File: src/rtl/vpa_pkg.sv
// Shared types, codes and defaults of the variable partition allocator.
`default_nettype none
package vpa_pkg;

	localparam int DEF_MAX_PARTS = 64;
	localparam int DEF_UNIT_BITS = 16;
	localparam logic [15:0] RESET_UNITS = 16'd100;

	localparam logic [2:0] ACT_FIRST  = 3'd0;
	localparam logic [2:0] ACT_BEST   = 3'd1;
	localparam logic [2:0] ACT_WORST  = 3'd2;
	localparam logic [2:0] ACT_FREE   = 3'd3;
	localparam logic [2:0] ACT_DEFRAG = 3'd4;

	localparam logic [2:0] STS_OK        = 3'd0;
	localparam logic [2:0] STS_NO_FIT    = 3'd1;
	localparam logic [2:0] STS_FULL      = 3'd2;
	localparam logic [2:0] STS_NOT_FOUND = 3'd3;
	localparam logic [2:0] STS_ZERO      = 3'd4;

	typedef enum logic [4:0] {
		ST_INIT,
		ST_IDLE,
		ST_LOOP,
		ST_RD,
		ST_SCAN,
		ST_ALLOC_END,
		ST_UP,
		ST_UP_WR,
		ST_INS_WR,
		ST_PICK_WR,
		ST_F_FOUND,
		ST_F_NEXT,
		ST_DN,
		ST_DN_WR,
		ST_F_PREV,
		ST_F_PCHK,
		ST_F_WR,
		ST_DEF_END,
		ST_DEF_INS,
		ST_DONE
	} vpa_state_t;

endpackage
`default_nettype wire

File: src/rtl/variable_partition_allocator_top.sv
// Partition table allocator: first, best and worst fit, free with merge, defragment.
//
//  channel | direction | handshake            | payload
//  in      | into      | in_valid / in_stall   | action, request_size, free_offset
//  out     | out of    | out_valid / out_stall | status, result_offset, allocated_units
//  cfg     | into      | cfg_valid / cfg_ready | cfg_data (memory_units)
//
// Each table entry scanned passes through a step, a memory read and its use; each entry moved
// for a split or a merge takes a read and a write. The time per item is set by the single-port
// table memory and the sequencer that walks it; a zero-size allocation or an unknown action
// goes straight to the result, and no new item is taken until the current one is done.
// After reset, and after each cfg write, the INIT state loads the single free partition.
// A finished result waits in the output register; the next item may be taken meanwhile.
`default_nettype none
module variable_partition_allocator_top import vpa_pkg::*; #(
	parameter int MAX_PARTS = DEF_MAX_PARTS,
	parameter int UNIT_BITS = DEF_UNIT_BITS
) (
	input  wire logic        clk,
	input  wire logic        arst_n,
	input  wire logic        in_valid,
	output logic             in_stall,
	input  wire logic [2:0]  action,
	input  wire logic [15:0] request_size,
	input  wire logic [15:0] free_offset,
	output logic             out_valid,
	input  wire logic        out_stall,
	output logic [2:0]       status,
	output logic [15:0]      result_offset,
	output logic [15:0]      allocated_units,
	input  wire logic        cfg_valid,
	output logic             cfg_ready,
	input  wire logic [15:0] cfg_data
);

	localparam int SW = UNIT_BITS;
	localparam int OW = (UNIT_BITS > 16) ? UNIT_BITS : 16;
	localparam int CW = $clog2(MAX_PARTS + 1);
	localparam int IW = $clog2(MAX_PARTS);
	localparam logic [SW-1:0] UMAX = '1;

	vpa_state_t state_q, state_d;

	logic [SW:0]   tab_mem [MAX_PARTS];
	logic [SW:0]   rd_q;
	logic [IW-1:0] rd_addr, wr_addr;
	logic          wr_en;
	logic [SW:0]   wr_data;

	logic [2:0]    op_q, st_q;
	logic [15:0]   req_q, tgt_q, mem_units_q, alloc_q;
	logic [CW-1:0] idx_q, pick_q, kept_q, j_q, stop_q, cnt_q;
	logic [SW-1:0] off_q, pick_off_q, pick_size_q, best_q, cur_size_q, sum_q;
	logic          found_q, cur_used_q, phase_q, out_valid_q;
	logic [2:0]    status_q;
	logic [15:0]   result_offset_q, allocated_units_q;

	logic          rd_used, fits, exact, better, off_match, is_alloc, in_acc, out_go;
	logic [SW-1:0] rd_size, diff, cap_units;
	logic [CW-1:0] idx_p1, idx_m1, j_p1, j_m1;

	assign rd_used  = rd_q[SW];
	assign rd_size  = rd_q[SW-1:0];
	assign is_alloc = (op_q inside {ACT_FIRST, ACT_BEST, ACT_WORST});
	assign fits     = !rd_used && (OW'(rd_size) >= OW'(req_q));
	assign exact    = OW'(rd_size) == OW'(req_q);
	assign diff     = rd_size - SW'(req_q);
	assign off_match = OW'(off_q) == OW'(tgt_q);
	assign idx_p1   = idx_q + CW'(1);
	assign idx_m1   = idx_q - CW'(1);
	assign j_p1     = j_q + CW'(1);
	assign j_m1     = j_q - CW'(1);
	assign cap_units = (OW'(mem_units_q) > OW'(UMAX)) ? UMAX : SW'(mem_units_q);

	always_comb begin
		case (op_q)
			ACT_FIRST: better = 1'b1;
			ACT_BEST:  better = exact || !found_q || (diff < best_q);
			ACT_WORST: better = !found_q || (rd_size > pick_size_q);
			default:   better = 1'b0;
		endcase
	end

	assign cfg_ready = (state_q == ST_IDLE) && !out_valid_q;
	// hold the input off while a cfg write is taken
	assign in_stall  = (state_q != ST_IDLE) || (cfg_valid && cfg_ready);
	assign in_acc    = in_valid && !in_stall;
	assign out_go    = !out_valid_q || !out_stall;

	// next state
	always_comb begin
		state_d = state_q;
		case (state_q)
			ST_INIT: state_d = ST_IDLE;
			ST_IDLE: begin
				if (cfg_valid && cfg_ready)
					state_d = ST_INIT;
				else if (in_acc) begin
					if ((action inside {ACT_FIRST, ACT_BEST, ACT_WORST}) && request_size == '0)
						state_d = ST_DONE;
					else if (action > ACT_DEFRAG)
						state_d = ST_DONE;
					else
						state_d = ST_LOOP;
				end
			end
			ST_LOOP: begin
				if (idx_q < cnt_q)
					state_d = ST_RD;
				else if (is_alloc)
					state_d = ST_ALLOC_END;
				else if (op_q == ACT_FREE)
					state_d = ST_DONE;
				else
					state_d = ST_DEF_END;
			end
			ST_RD: state_d = ST_SCAN;
			ST_SCAN: begin
				if (is_alloc)
					state_d = (fits && (op_q == ACT_FIRST || (op_q == ACT_BEST && exact)))
						? ST_ALLOC_END : ST_LOOP;
				else if (op_q == ACT_FREE)
					state_d = off_match ? ST_F_FOUND : ST_LOOP;
				else
					state_d = ST_LOOP;
			end
			ST_ALLOC_END: begin
				if (!found_q)
					state_d = ST_DONE;
				else if (OW'(pick_size_q) > OW'(req_q))
					state_d = (cnt_q == CW'(MAX_PARTS)) ? ST_DONE : ST_UP;
				else
					state_d = ST_PICK_WR;
			end
			ST_UP: begin
				if (j_q > stop_q)
					state_d = ST_UP_WR;
				else
					state_d = (op_q == ACT_DEFRAG) ? ST_DEF_INS : ST_INS_WR;
			end
			ST_UP_WR:   state_d = ST_UP;
			ST_INS_WR:  state_d = ST_PICK_WR;
			ST_PICK_WR: state_d = ST_DONE;
			ST_F_FOUND: begin
				if (!cur_used_q)
					state_d = ST_DONE;
				else
					state_d = (idx_p1 < cnt_q) ? ST_F_NEXT : ST_F_PREV;
			end
			ST_F_NEXT: state_d = rd_used ? ST_F_PREV : ST_DN;
			ST_DN: begin
				if (j_p1 < cnt_q)
					state_d = ST_DN_WR;
				else
					state_d = phase_q ? ST_F_WR : ST_F_PREV;
			end
			ST_DN_WR:   state_d = ST_DN;
			ST_F_PREV:  state_d = (idx_q != '0) ? ST_F_PCHK : ST_F_WR;
			ST_F_PCHK:  state_d = rd_used ? ST_F_WR : ST_DN;
			ST_F_WR:    state_d = ST_DONE;
			ST_DEF_END: state_d = (sum_q != '0) ? ST_UP : ST_DONE;
			ST_DEF_INS: state_d = ST_DONE;
			ST_DONE:    state_d = out_go ? ST_IDLE : ST_DONE;
			default:    state_d = ST_IDLE;
		endcase
	end

	// table memory control
	always_comb begin
		rd_addr = '0;
		wr_en   = 1'b0;
		wr_addr = '0;
		wr_data = '0;
		case (state_q)
			ST_INIT: begin
				wr_en   = 1'b1;
				wr_data = {1'b0, cap_units};
			end
			ST_RD: rd_addr = idx_q[IW-1:0];
			ST_SCAN: begin
				// keep used entries, packed from the bottom
				if (op_q == ACT_DEFRAG && rd_used) begin
					wr_en   = 1'b1;
					wr_addr = kept_q[IW-1:0];
					wr_data = rd_q;
				end
			end
			ST_UP: rd_addr = j_m1[IW-1:0];
			ST_UP_WR: begin
				wr_en   = 1'b1;
				wr_addr = j_q[IW-1:0];
				wr_data = rd_q;
			end
			ST_INS_WR: begin
				wr_en   = 1'b1;
				wr_addr = pick_q[IW-1:0] + IW'(1);
				wr_data = {1'b0, pick_size_q - SW'(req_q)};
			end
			ST_PICK_WR: begin
				wr_en   = 1'b1;
				wr_addr = pick_q[IW-1:0];
				wr_data = {1'b1, SW'(req_q)};
			end
			ST_F_FOUND: rd_addr = idx_p1[IW-1:0];
			ST_DN:      rd_addr = j_p1[IW-1:0];
			ST_DN_WR: begin
				wr_en   = 1'b1;
				wr_addr = j_q[IW-1:0];
				wr_data = rd_q;
			end
			ST_F_PREV: rd_addr = idx_m1[IW-1:0];
			ST_F_WR: begin
				wr_en   = 1'b1;
				wr_addr = idx_q[IW-1:0];
				wr_data = {1'b0, cur_size_q};
			end
			ST_DEF_INS: begin
				wr_en   = 1'b1;
				wr_data = {1'b0, sum_q};
			end
			default: ;
		endcase
	end

	always_ff @(posedge clk) begin
		if (wr_en)
			tab_mem[wr_addr] <= wr_data;
		rd_q <= tab_mem[rd_addr];
	end

	// control state
	always_ff @(posedge clk or negedge arst_n) begin
		if (!arst_n) begin
			state_q     <= ST_INIT;
			cnt_q       <= CW'(1);
			alloc_q     <= '0;
			mem_units_q <= RESET_UNITS;
			out_valid_q <= 1'b0;
		end else begin
			state_q <= state_d;
			if (state_q == ST_DONE && out_go)
				out_valid_q <= 1'b1;
			else if (!out_stall)
				out_valid_q <= 1'b0;
			case (state_q)
				ST_INIT: begin
					cnt_q   <= CW'(1);
					alloc_q <= '0;
				end
				ST_IDLE: begin
					if (cfg_valid && cfg_ready)
						mem_units_q <= cfg_data;
				end
				ST_INS_WR:  cnt_q <= cnt_q + CW'(1);
				ST_PICK_WR: alloc_q <= alloc_q + req_q;
				ST_F_FOUND: begin
					if (cur_used_q)
						alloc_q <= alloc_q - 16'(cur_size_q);
				end
				ST_DN: begin
					if (!(j_p1 < cnt_q))
						cnt_q <= cnt_q - CW'(1);
				end
				ST_DEF_END: cnt_q <= kept_q;
				ST_DEF_INS: cnt_q <= cnt_q + CW'(1);
				default: ;
			endcase
		end
	end

	// datapath
	always_ff @(posedge clk) begin
		case (state_q)
			ST_IDLE: begin
				if (in_acc) begin
					op_q    <= action;
					req_q   <= request_size;
					tgt_q   <= free_offset;
					idx_q   <= '0;
					off_q   <= '0;
					found_q <= 1'b0;
					kept_q  <= '0;
					sum_q   <= '0;
					st_q    <= ((action inside {ACT_FIRST, ACT_BEST, ACT_WORST})
						&& request_size == '0) ? STS_ZERO : STS_OK;
				end
			end
			ST_LOOP: begin
				if (!(idx_q < cnt_q) && op_q == ACT_FREE)
					st_q <= STS_NOT_FOUND;
			end
			ST_SCAN: begin
				if (is_alloc) begin
					if (fits && better) begin
						pick_q      <= idx_q;
						pick_off_q  <= off_q;
						pick_size_q <= rd_size;
						best_q      <= diff;
						found_q     <= 1'b1;
					end
					off_q <= off_q + rd_size;
					idx_q <= idx_p1;
				end else if (op_q == ACT_FREE) begin
					if (off_match) begin
						cur_size_q <= rd_size;
						cur_used_q <= rd_used;
					end else begin
						off_q <= off_q + rd_size;
						idx_q <= idx_p1;
					end
				end else begin
					if (rd_used)
						kept_q <= kept_q + CW'(1);
					else
						sum_q <= sum_q + rd_size;
					idx_q <= idx_p1;
				end
			end
			ST_ALLOC_END: begin
				if (!found_q)
					st_q <= STS_NO_FIT;
				else if (OW'(pick_size_q) > OW'(req_q) && cnt_q == CW'(MAX_PARTS))
					st_q <= STS_FULL;
				j_q    <= cnt_q;
				stop_q <= pick_q + CW'(1);
			end
			ST_UP_WR: j_q <= j_m1;
			ST_F_NEXT: begin
				if (!rd_used) begin
					cur_size_q <= cur_size_q + rd_size;
					j_q        <= idx_p1;
					phase_q    <= 1'b0;
				end
			end
			ST_DN_WR: j_q <= j_p1;
			ST_F_PCHK: begin
				// fold into the free neighbour below, then drop this entry
				if (!rd_used) begin
					cur_size_q <= cur_size_q + rd_size;
					j_q        <= idx_q;
					idx_q      <= idx_m1;
					phase_q    <= 1'b1;
				end
			end
			ST_DEF_END: begin
				j_q    <= kept_q;
				stop_q <= '0;
			end
			ST_DONE: begin
				if (out_go) begin
					status_q          <= st_q;
					result_offset_q   <= (is_alloc && st_q == STS_OK) ? 16'(pick_off_q) : '0;
					allocated_units_q <= alloc_q;
				end
			end
			default: ;
		endcase
	end

	assign out_valid       = out_valid_q;
	assign status          = status_q;
	assign result_offset   = result_offset_q;
	assign allocated_units = allocated_units_q;

	a_cnt_bound: assert property (@(posedge clk) disable iff (!arst_n)
		cnt_q <= CW'(MAX_PARTS))
		else $error("partition count beyond table depth");

	a_full_only_at_max: assert property (@(posedge clk) disable iff (!arst_n)
		(state_q == ST_DONE && st_q == STS_FULL) |-> cnt_q == CW'(MAX_PARTS))
		else $error("table full reported below depth");

	a_alloc_bound: assert property (@(posedge clk) disable iff (!arst_n)
		(state_q == ST_IDLE) |-> ((UNIT_BITS > 16) || (OW'(alloc_q) <= OW'(cap_units))))
		else $error("allocated units exceed managed size");

	a_stall_busy: assert property (@(posedge clk) disable iff (!arst_n)
		(in_valid && !in_stall) |=> in_stall)
		else $error("second item taken while busy");

endmodule
`default_nettype wire

File: config.mk
export PLATFORM = sky130hd
export DESIGN_NAME = variable_partition_allocator_top
export DESIGN_NICKNAME = d
export VERILOG_FILES = /design/src/rtl/vpa_pkg.sv /design/src/rtl/variable_partition_allocator_top.sv
export SDC_FILE = /design/constraint.sdc
export NUM_CORES = 2
export LEC_CHECK = 0
export BUFFER_PORTS_ARGS = -buffer_cell sky130_fd_sc_hd__buf_2
export CORE_MARGIN = 4
export CORE_UTILIZATION = 30
export CTS_CLUSTER_DIAMETER = 120
export DETAILED_ROUTE_END_ITERATION = 10
export HOLD_SLACK_MARGIN = 0.06
export PLACE_DENSITY = 0.4
export SKIP_LAST_GASP = 1
export SYNTH_ARGS = -nofsm -noshare
export SYNTH_HDL_FRONTEND = slang
export SYNTH_SLANG_ARGS = --single-unit
export TNS_END_PERCENT = 1
File: constraint.sdc
create_clock -name clk -period 11.8 [get_ports clk]
set_input_delay 1.18 -clock clk [delete_from_list [all_inputs] [get_ports clk]]
set_output_delay 1.18 -clock clk [all_outputs]
set_load 0.02 [all_outputs]
Word level (Yosys, flattened, before mapping):

Memories as Yosys holds them, arrays and structs flattened. A register that Yosys moved wholly into a read port is not among the register bits.
Cells that the tools add are included.

* flip-flop bits (word level): 252
* RAM bits: 1088
* input bits: 56
* output and inout port bits: 38
* word-level logic and storage cells: 252
* memories kept: 1

* add/sub/neg operators: 16
* magnitude comparators: 10
* equal/unequal tests: 50
* multiplexer cells: 84
* bitwise logic cells: 1
* reductions and logical operators: 64

Memory list
* tab_mem: words 64, width 17, rd ports 1, clocked after Yosys merged registers in 1, wr ports 1, line variable_partition_allocator_top.sv:44 `logic [SW:0] tab_mem [MAX_PARTS];`

Operators by type and width (count)
* 16-bit two-way mux: 13
* 17-bit one-hot mux with 7 select lines: 1
* 16-bit one-hot mux with 2 select lines: 3
* 5-bit two-way mux: 18
* 5-bit one-hot mux with 17 select lines: 1
* 7-bit two-way mux: 11
* 16-bit adder: 4
* 6-bit one-hot mux with 5 select lines: 2
* 16-bit one-hot mux with 3 select lines: 1
* 16-bit subtractor: 3
* 7-bit one-hot mux with 6 select lines: 1
* 5-bit by 4-bit equality test with 1-bit output, second input constant: 8
* 7-bit by 1-bit adder with 7-bit output, second input constant: 5
* 16-bit equality test: 2
* 16-bit > comparator: 2
* 2-bit inequality test, second input constant: 15
* 7-bit one-hot mux with 2 select lines: 2
* 7-bit one-hot mux with 4 select lines: 1
* 7-bit less-than comparator: 3
* 3-bit two-way mux: 7
* 7-bit one-hot mux with 3 select lines: 1
* 7-bit by 1-bit subtractor with 7-bit output, second input constant: 3
* 5-bit by 3-bit equality test with 1-bit output, second input constant: 4
* 5-bit equality test, second input constant: 4
* other kinds (45): 110

Longest topological paths before layout:

* depth after elaboration: 9
* gate-level depth with buffers: 18
* mapped depth without buffers: 18

Least setup slack after synthesis:

No wires, ideal clock.

* path kind: flip-flop to flip-flop
* start: register req_q[1]
* end: register found_q (enable)
* library setup time: 0.317 ns
* data arrival time: 8.935 ns
* required time: 11.483 ns
* slack: 2.548 ns
* cell stages (with the launch flop): 19
* buffers on the path: 0
* cell sequence: edfxtp_1 > inv_1 > ha_1 > nor2b_1 > o21ai_0 > nand2b_1 > a311o_1 > a31o_2 > a21oi_1 > xnor2_1 > ha_1 > a21o_1 > a21o_1 > a21oi_1 > o21ai_0 > nand3_1 > a211oi_1 > nor4_1 > or2_2

* word-level cells in the longest chain between the ends: 7
* elaborated cells on any way between the ends: 11
* classes of those cells: add/sub: 1; order compare: 2; eq/ne: 2; mux: 1; reduce/logical: 5

Ends and longest elaborated chain
* start, declared: line variable_partition_allocator_top.sv:51 `logic [15:0] req_q, tgt_q, mem_units_q, alloc_q;`
* start signal, assigned: line variable_partition_allocator_top.sv:277 `req_q <= request_size;`
* 16-bit subtractor: line variable_partition_allocator_top.sv:67 `assign diff = rd_size - SW'(req_q);`
* via diff[9]: line variable_partition_allocator_top.sv:59 `logic [SW-1:0] rd_size, diff, cap_units;`
* 16-bit less-than comparator: line variable_partition_allocator_top.sv:78 `ACT_BEST: better = exact || !found_q || (diff < best_q);`
* 1-bit logical OR: line variable_partition_allocator_top.sv:78
* 1-bit one-hot mux with 3 select lines: line variable_partition_allocator_top.sv:76 `case (op_q)`
* 1-bit logical AND: line variable_partition_allocator_top.sv:294 `if (fits && better) begin`
* 2-bit inequality test (no line)
* 4-bit AND reduction (no line)
* end signal, assigned: line variable_partition_allocator_top.sv:281 `found_q <= 1'b0;`
* end signal, assigned: line variable_partition_allocator_top.sv:299 `found_q <= 1'b1;`
* end, declared: line variable_partition_allocator_top.sv:54 `logic found_q, cur_used_q, phase_q, out_valid_q;`

The timed path passes the listed nets, and every way through them passes these cells.
A chain may end at the register's enable or synchronous reset.

Final worst setup path:

* start: register state_q[3]
* end: register rd_q[6], read port of tab_mem

* word-level cells in the longest chain between the ends: 2
* elaborated cells on any way between the ends: 6
* classes of those cells: eq/ne: 5; mux: 1

Ends and longest elaborated chain
* start, declared: line variable_partition_allocator_top.sv:42 `vpa_state_t state_q, state_d;`
* start signal, assigned: line variable_partition_allocator_top.sv:240 `state_q <= state_d;`
* 5-bit by 4-bit equality test with 1-bit output, or another cell as far along: line variable_partition_allocator_top.sv:174 `case (state_q)`
* 6-bit one-hot mux with 5 select lines *: line variable_partition_allocator_top.sv:174
* end, declared: line variable_partition_allocator_top.sv:45 `logic [SW:0] rd_q;`

Every way passes the cells marked *; elsewhere a longest branch is shown, timed or not.

==> flow_summary.json <==
{
  "outcome": "finished clean",
  "hpwl_um": 129700,
  "crit_chain": "and4bb_1 > a22oi_4 > buf_4 > and2_4 > buf_12 > buf_12 > nand2_1 > a311oi_1 > a311oi_1 > or4_1 > a211oi_2",
  "fill_cells": 20030,
  "cp.required_ns": 12.47,
  "numClockSinks": 1357,
  "dr.pass1.iters": 6,
  "cts_max_path_buffers": 3,
  "crit_fanout": 106,
  "wl_per_cell_um": 26.98,
  "drive_gt1_share_pct": 12.24,
  "fmax_mhz": 164.3,
  "peakVddDrop_mv": 0.1628,
  "core-area_um2": 204800,
  "slew_violations": 0,
  "cpPeakStageDelay_ns": 0.73,
  "internal_power_w": 0.01113,
  "grt.overflow.total": 0,
  "setup-violations-final": 0,
  "cp-start-kind": "flop",
  "skew_ns": 0.04347,
  "grt_usage_pct": 19.31,
  "final_common_cell": "edfxtp_1",
  "antenna_found_initial": 4,
  "powerDensity_nw_per_um2": 250.8,
  "die_y_um": 461.9,
  "drt_iter0_markers": 3402,
  "vias": 40680,
  "yosysSeqAreaShare_pct": 65.30,
  "vias_per_cell": 5.242,
  "worst_pin_slew_ns": 1.318,
  "fin_tns_setup_ns": 0,
  "grt_pass1_vias": 39880,
  "min_path_type": "flop to flop",
  "syn-num-nets": 5031,
  "wirelength_um": 209400,
  "cp.arrival_ns": 6.76,
  "ys_seq_elements": 1357,
  "cts.hold.buffers_added": 0,
  "cellLeakagePower_nw": 26.30,
  "io_buffers": 93,
  "yosysWarnings": 0,
  "hold_viol_final": 0,
  "clock-root-buffer": "clkbuf_16",
  "area_growth_pct": 15.29,
  "rows": 166,
  "final_util_pct": 34.80,
  "insertion_delay_ns": 0.80,
  "route.detailed.drc": 0,
  "num_io_pins": 94,
  "fin_crit_sh_pct": 51.59,
  "cts_resized": 0,
  "post_cts_buffers": 0,
  "sw_frac_of_total_pct": 37.70,
  "avgSynthCellArea_um2": 12.86,
  "synth_cell_types": 92,
  "whs_ns": 0.4508,
  "power.switching_w": 0.006739,
  "synth_top_flop_cell": "edfxtp_1",
  "worst-r2r-cell-count": 11,
  "clkTransAtPathRegs_ns": 0.06,
  "power.share.sequential_pct": 37.7,
  "cts_tree": "yes",
  "whs_path_depth": 0,
  "maxCapViolCount": 0,
  "initial_core_util_pct": 30.18,
  "async_flop_share_pct": 3.316,
  "synth_cells": 4808,
  "comb_power_share_pct": 35.4,
  "ant_nets": 0,
  "cp_slowest_cell": "or4_1",
  "netlist_area_um2": 61810,
  "rsz0062_at_grt": "no",
  "routabilityCongestion": 0.8450,
  "clkPwrFrac_pct": 27.0,
  "cts-htree-levels": 4,
  "max_slew_margin_pct": 9.863,
  "cp-end-kind": "flop",
  "numCtsBuffers": 161,
  "grt_max_degree": 107,
  "fp.dieW_um": 461.9,
  "grt_pass1_wl_um": 299500,
  "rrSetupSlack_ns": 5.71,
  "nets": 5168,
  "die-area_um2": 213400,
  "period_minus_slack_ns": 6.088,
  "layout_common_cells": "edfxtp_1, nand2_1, mux2i_1, nand3_1, nor2_1",
  "criticalPathCategory": "flop to flop",
  "synth_edf_count": 1295
}
## layout make-up
cell class	instances	area, um2	area share [%]
sequential	1357	40360	56.63
multi-input combinational	3054	20300	28.49
clock buffer	218	4368	6.129
tap	2688	3363	4.720
timing repair buffer	250	1734	2.433
clock inverter	66	668.1	0.9376
inverter	121	454.2	0.6373
antenna	6	15.01	0.02107
## power by group through the flow
stage / clock [W] / sequential (W) / combinational [W]
4_1_cts: 0.00496 / 0.00672 / 0.00643
2_1_floorplan: 0 / 0.00675 / 0.00388
3_5_place_dp: 0 / 0.00682 / 0.00640
3_3_place_gp: 0 / 0.00682 / 0.00635
5_1_grt: 0.00516 / 0.00676 / 0.00692
6_report: 0.00482 / 0.00673 / 0.00632
## state kept, by name, indices dropped and copies added, names as in the netlist, 5 cells and up
signal / flops
result_offset: 16
tab_mem: 1088
alloc_q: 16
j_q: 7
sum_q: 16
pick_q: 7
rd_q: 17
tgt_q: 16
req_q: 16
cnt_q: 7
state_q: 5
mem_units_q: 16
best_q: 16
pick_off_q: 16
idx_q: 7
pick_size_q: 16
allocated_units: 16
cur_size_q: 16
kept_q: 7
off_q: 16
stop_q: 7
## cells in the mapped netlist, drive strengths merged, types with 29 or more instances
cell type	number	area (um2)
ha	160	2002
xnor2	63	551.8
nand4	29	181.4
and2	30	187.7
inv	121	454.2
o21ai	146	734.5
a21o	30	225.2
nand3	254	1271
nand2	764	2868
nor2	237	892.1
a311oi	146	1279
nor3	55	275.3
buf	129	678.2
a31oi	37	231.5
a211oi	34	260.3
xor2	60	525.5
a221oi	96	858.3
mux2	51	574.3
edfxtp	1295	38890
clkbuf	147	556.8
nor4	41	256.5
mux2i	257	2572
a21oi	99	495.5
dfrtp	41	1026
and3	150	938.4
## final timing paths
| check | start | to |
|---|---|---|
| setup / recovery | state_q[3]$_DFFE_PN0P_ | rd_q[6]$_DFF_P_ |
| hold / removal | alloc_q[15]$_DFFE_PN0P_ | allocated_units[15]$_DFFE_PP_ |
| setup reg to reg | state_q[3]$_DFFE_PN0P_ | rd_q[6]$_DFF_P_ |
| hold reg to reg | alloc_q[15]$_DFFE_PN0P_ | allocated_units[15]$_DFFE_PP_ |
| max in group asynchronous | arst_n | alloc_q[1]$_DFFE_PN0P_ |
| min in group asynchronous | arst_n | cnt_q[4]$_DFFE_PN0P_ |
## worst max-delay path, delay by kind of cell (launching register included)
family,cells,cell delay (ns)
and+or+nand+nor,4,2.05
buffers and inverters,3,1.66
AOI/OAI and AO/OA,4,1.34
DFF,1,0.63
## stage by stage
| step | power (W) | instance area [um2] | setup WS (ns) | std cells |
|---|---|---|---|---|
| after floorplan | 0.01063 | 61810 | 2.548 | 4808 |
| after CTS | 0.01811 | 71250 | 5.816 | 7754 |
| after global placement | 0.01317 | 66130 | 4.675 | 7465 |
| after global routing | 0.01884 | 71250 | 5.546 | 7754 |
| final | 0.01787 | 71260 | 5.712 | 7760 |
| after detailed placement | 0.01322 | 66210 | 5.808 | 7470 |
## logic make-up after synthesis
kind of cell,after synthesis,synth area share [%]
multiplexers,308,5.091
adder cells (fa/ha/maj),167,3.466
AO/OA/AOI/OAI,766,9.079
XOR/XNOR,123,1.743
buffers and inverters,397,2.733
AND/OR/NAND/NOR,1690,12.59
flip-flops,1357,65.30
## routing by layer
layer / part of all wire [%] / track usage, % / wire length (um) / vias up
met5: 0 / 0 / 0 / -
met4: 2.1 / 4.517 / 4391 / 0
met3: 4.5 / 2.546 / 9442 / 257
met2: 47 / 31.45 / 98130 / 1044
met1: 47 / 27.38 / 97420 / 20750
li1: - / - / - / 18630
Note: power is estimated with default switching activity, not from simulation.
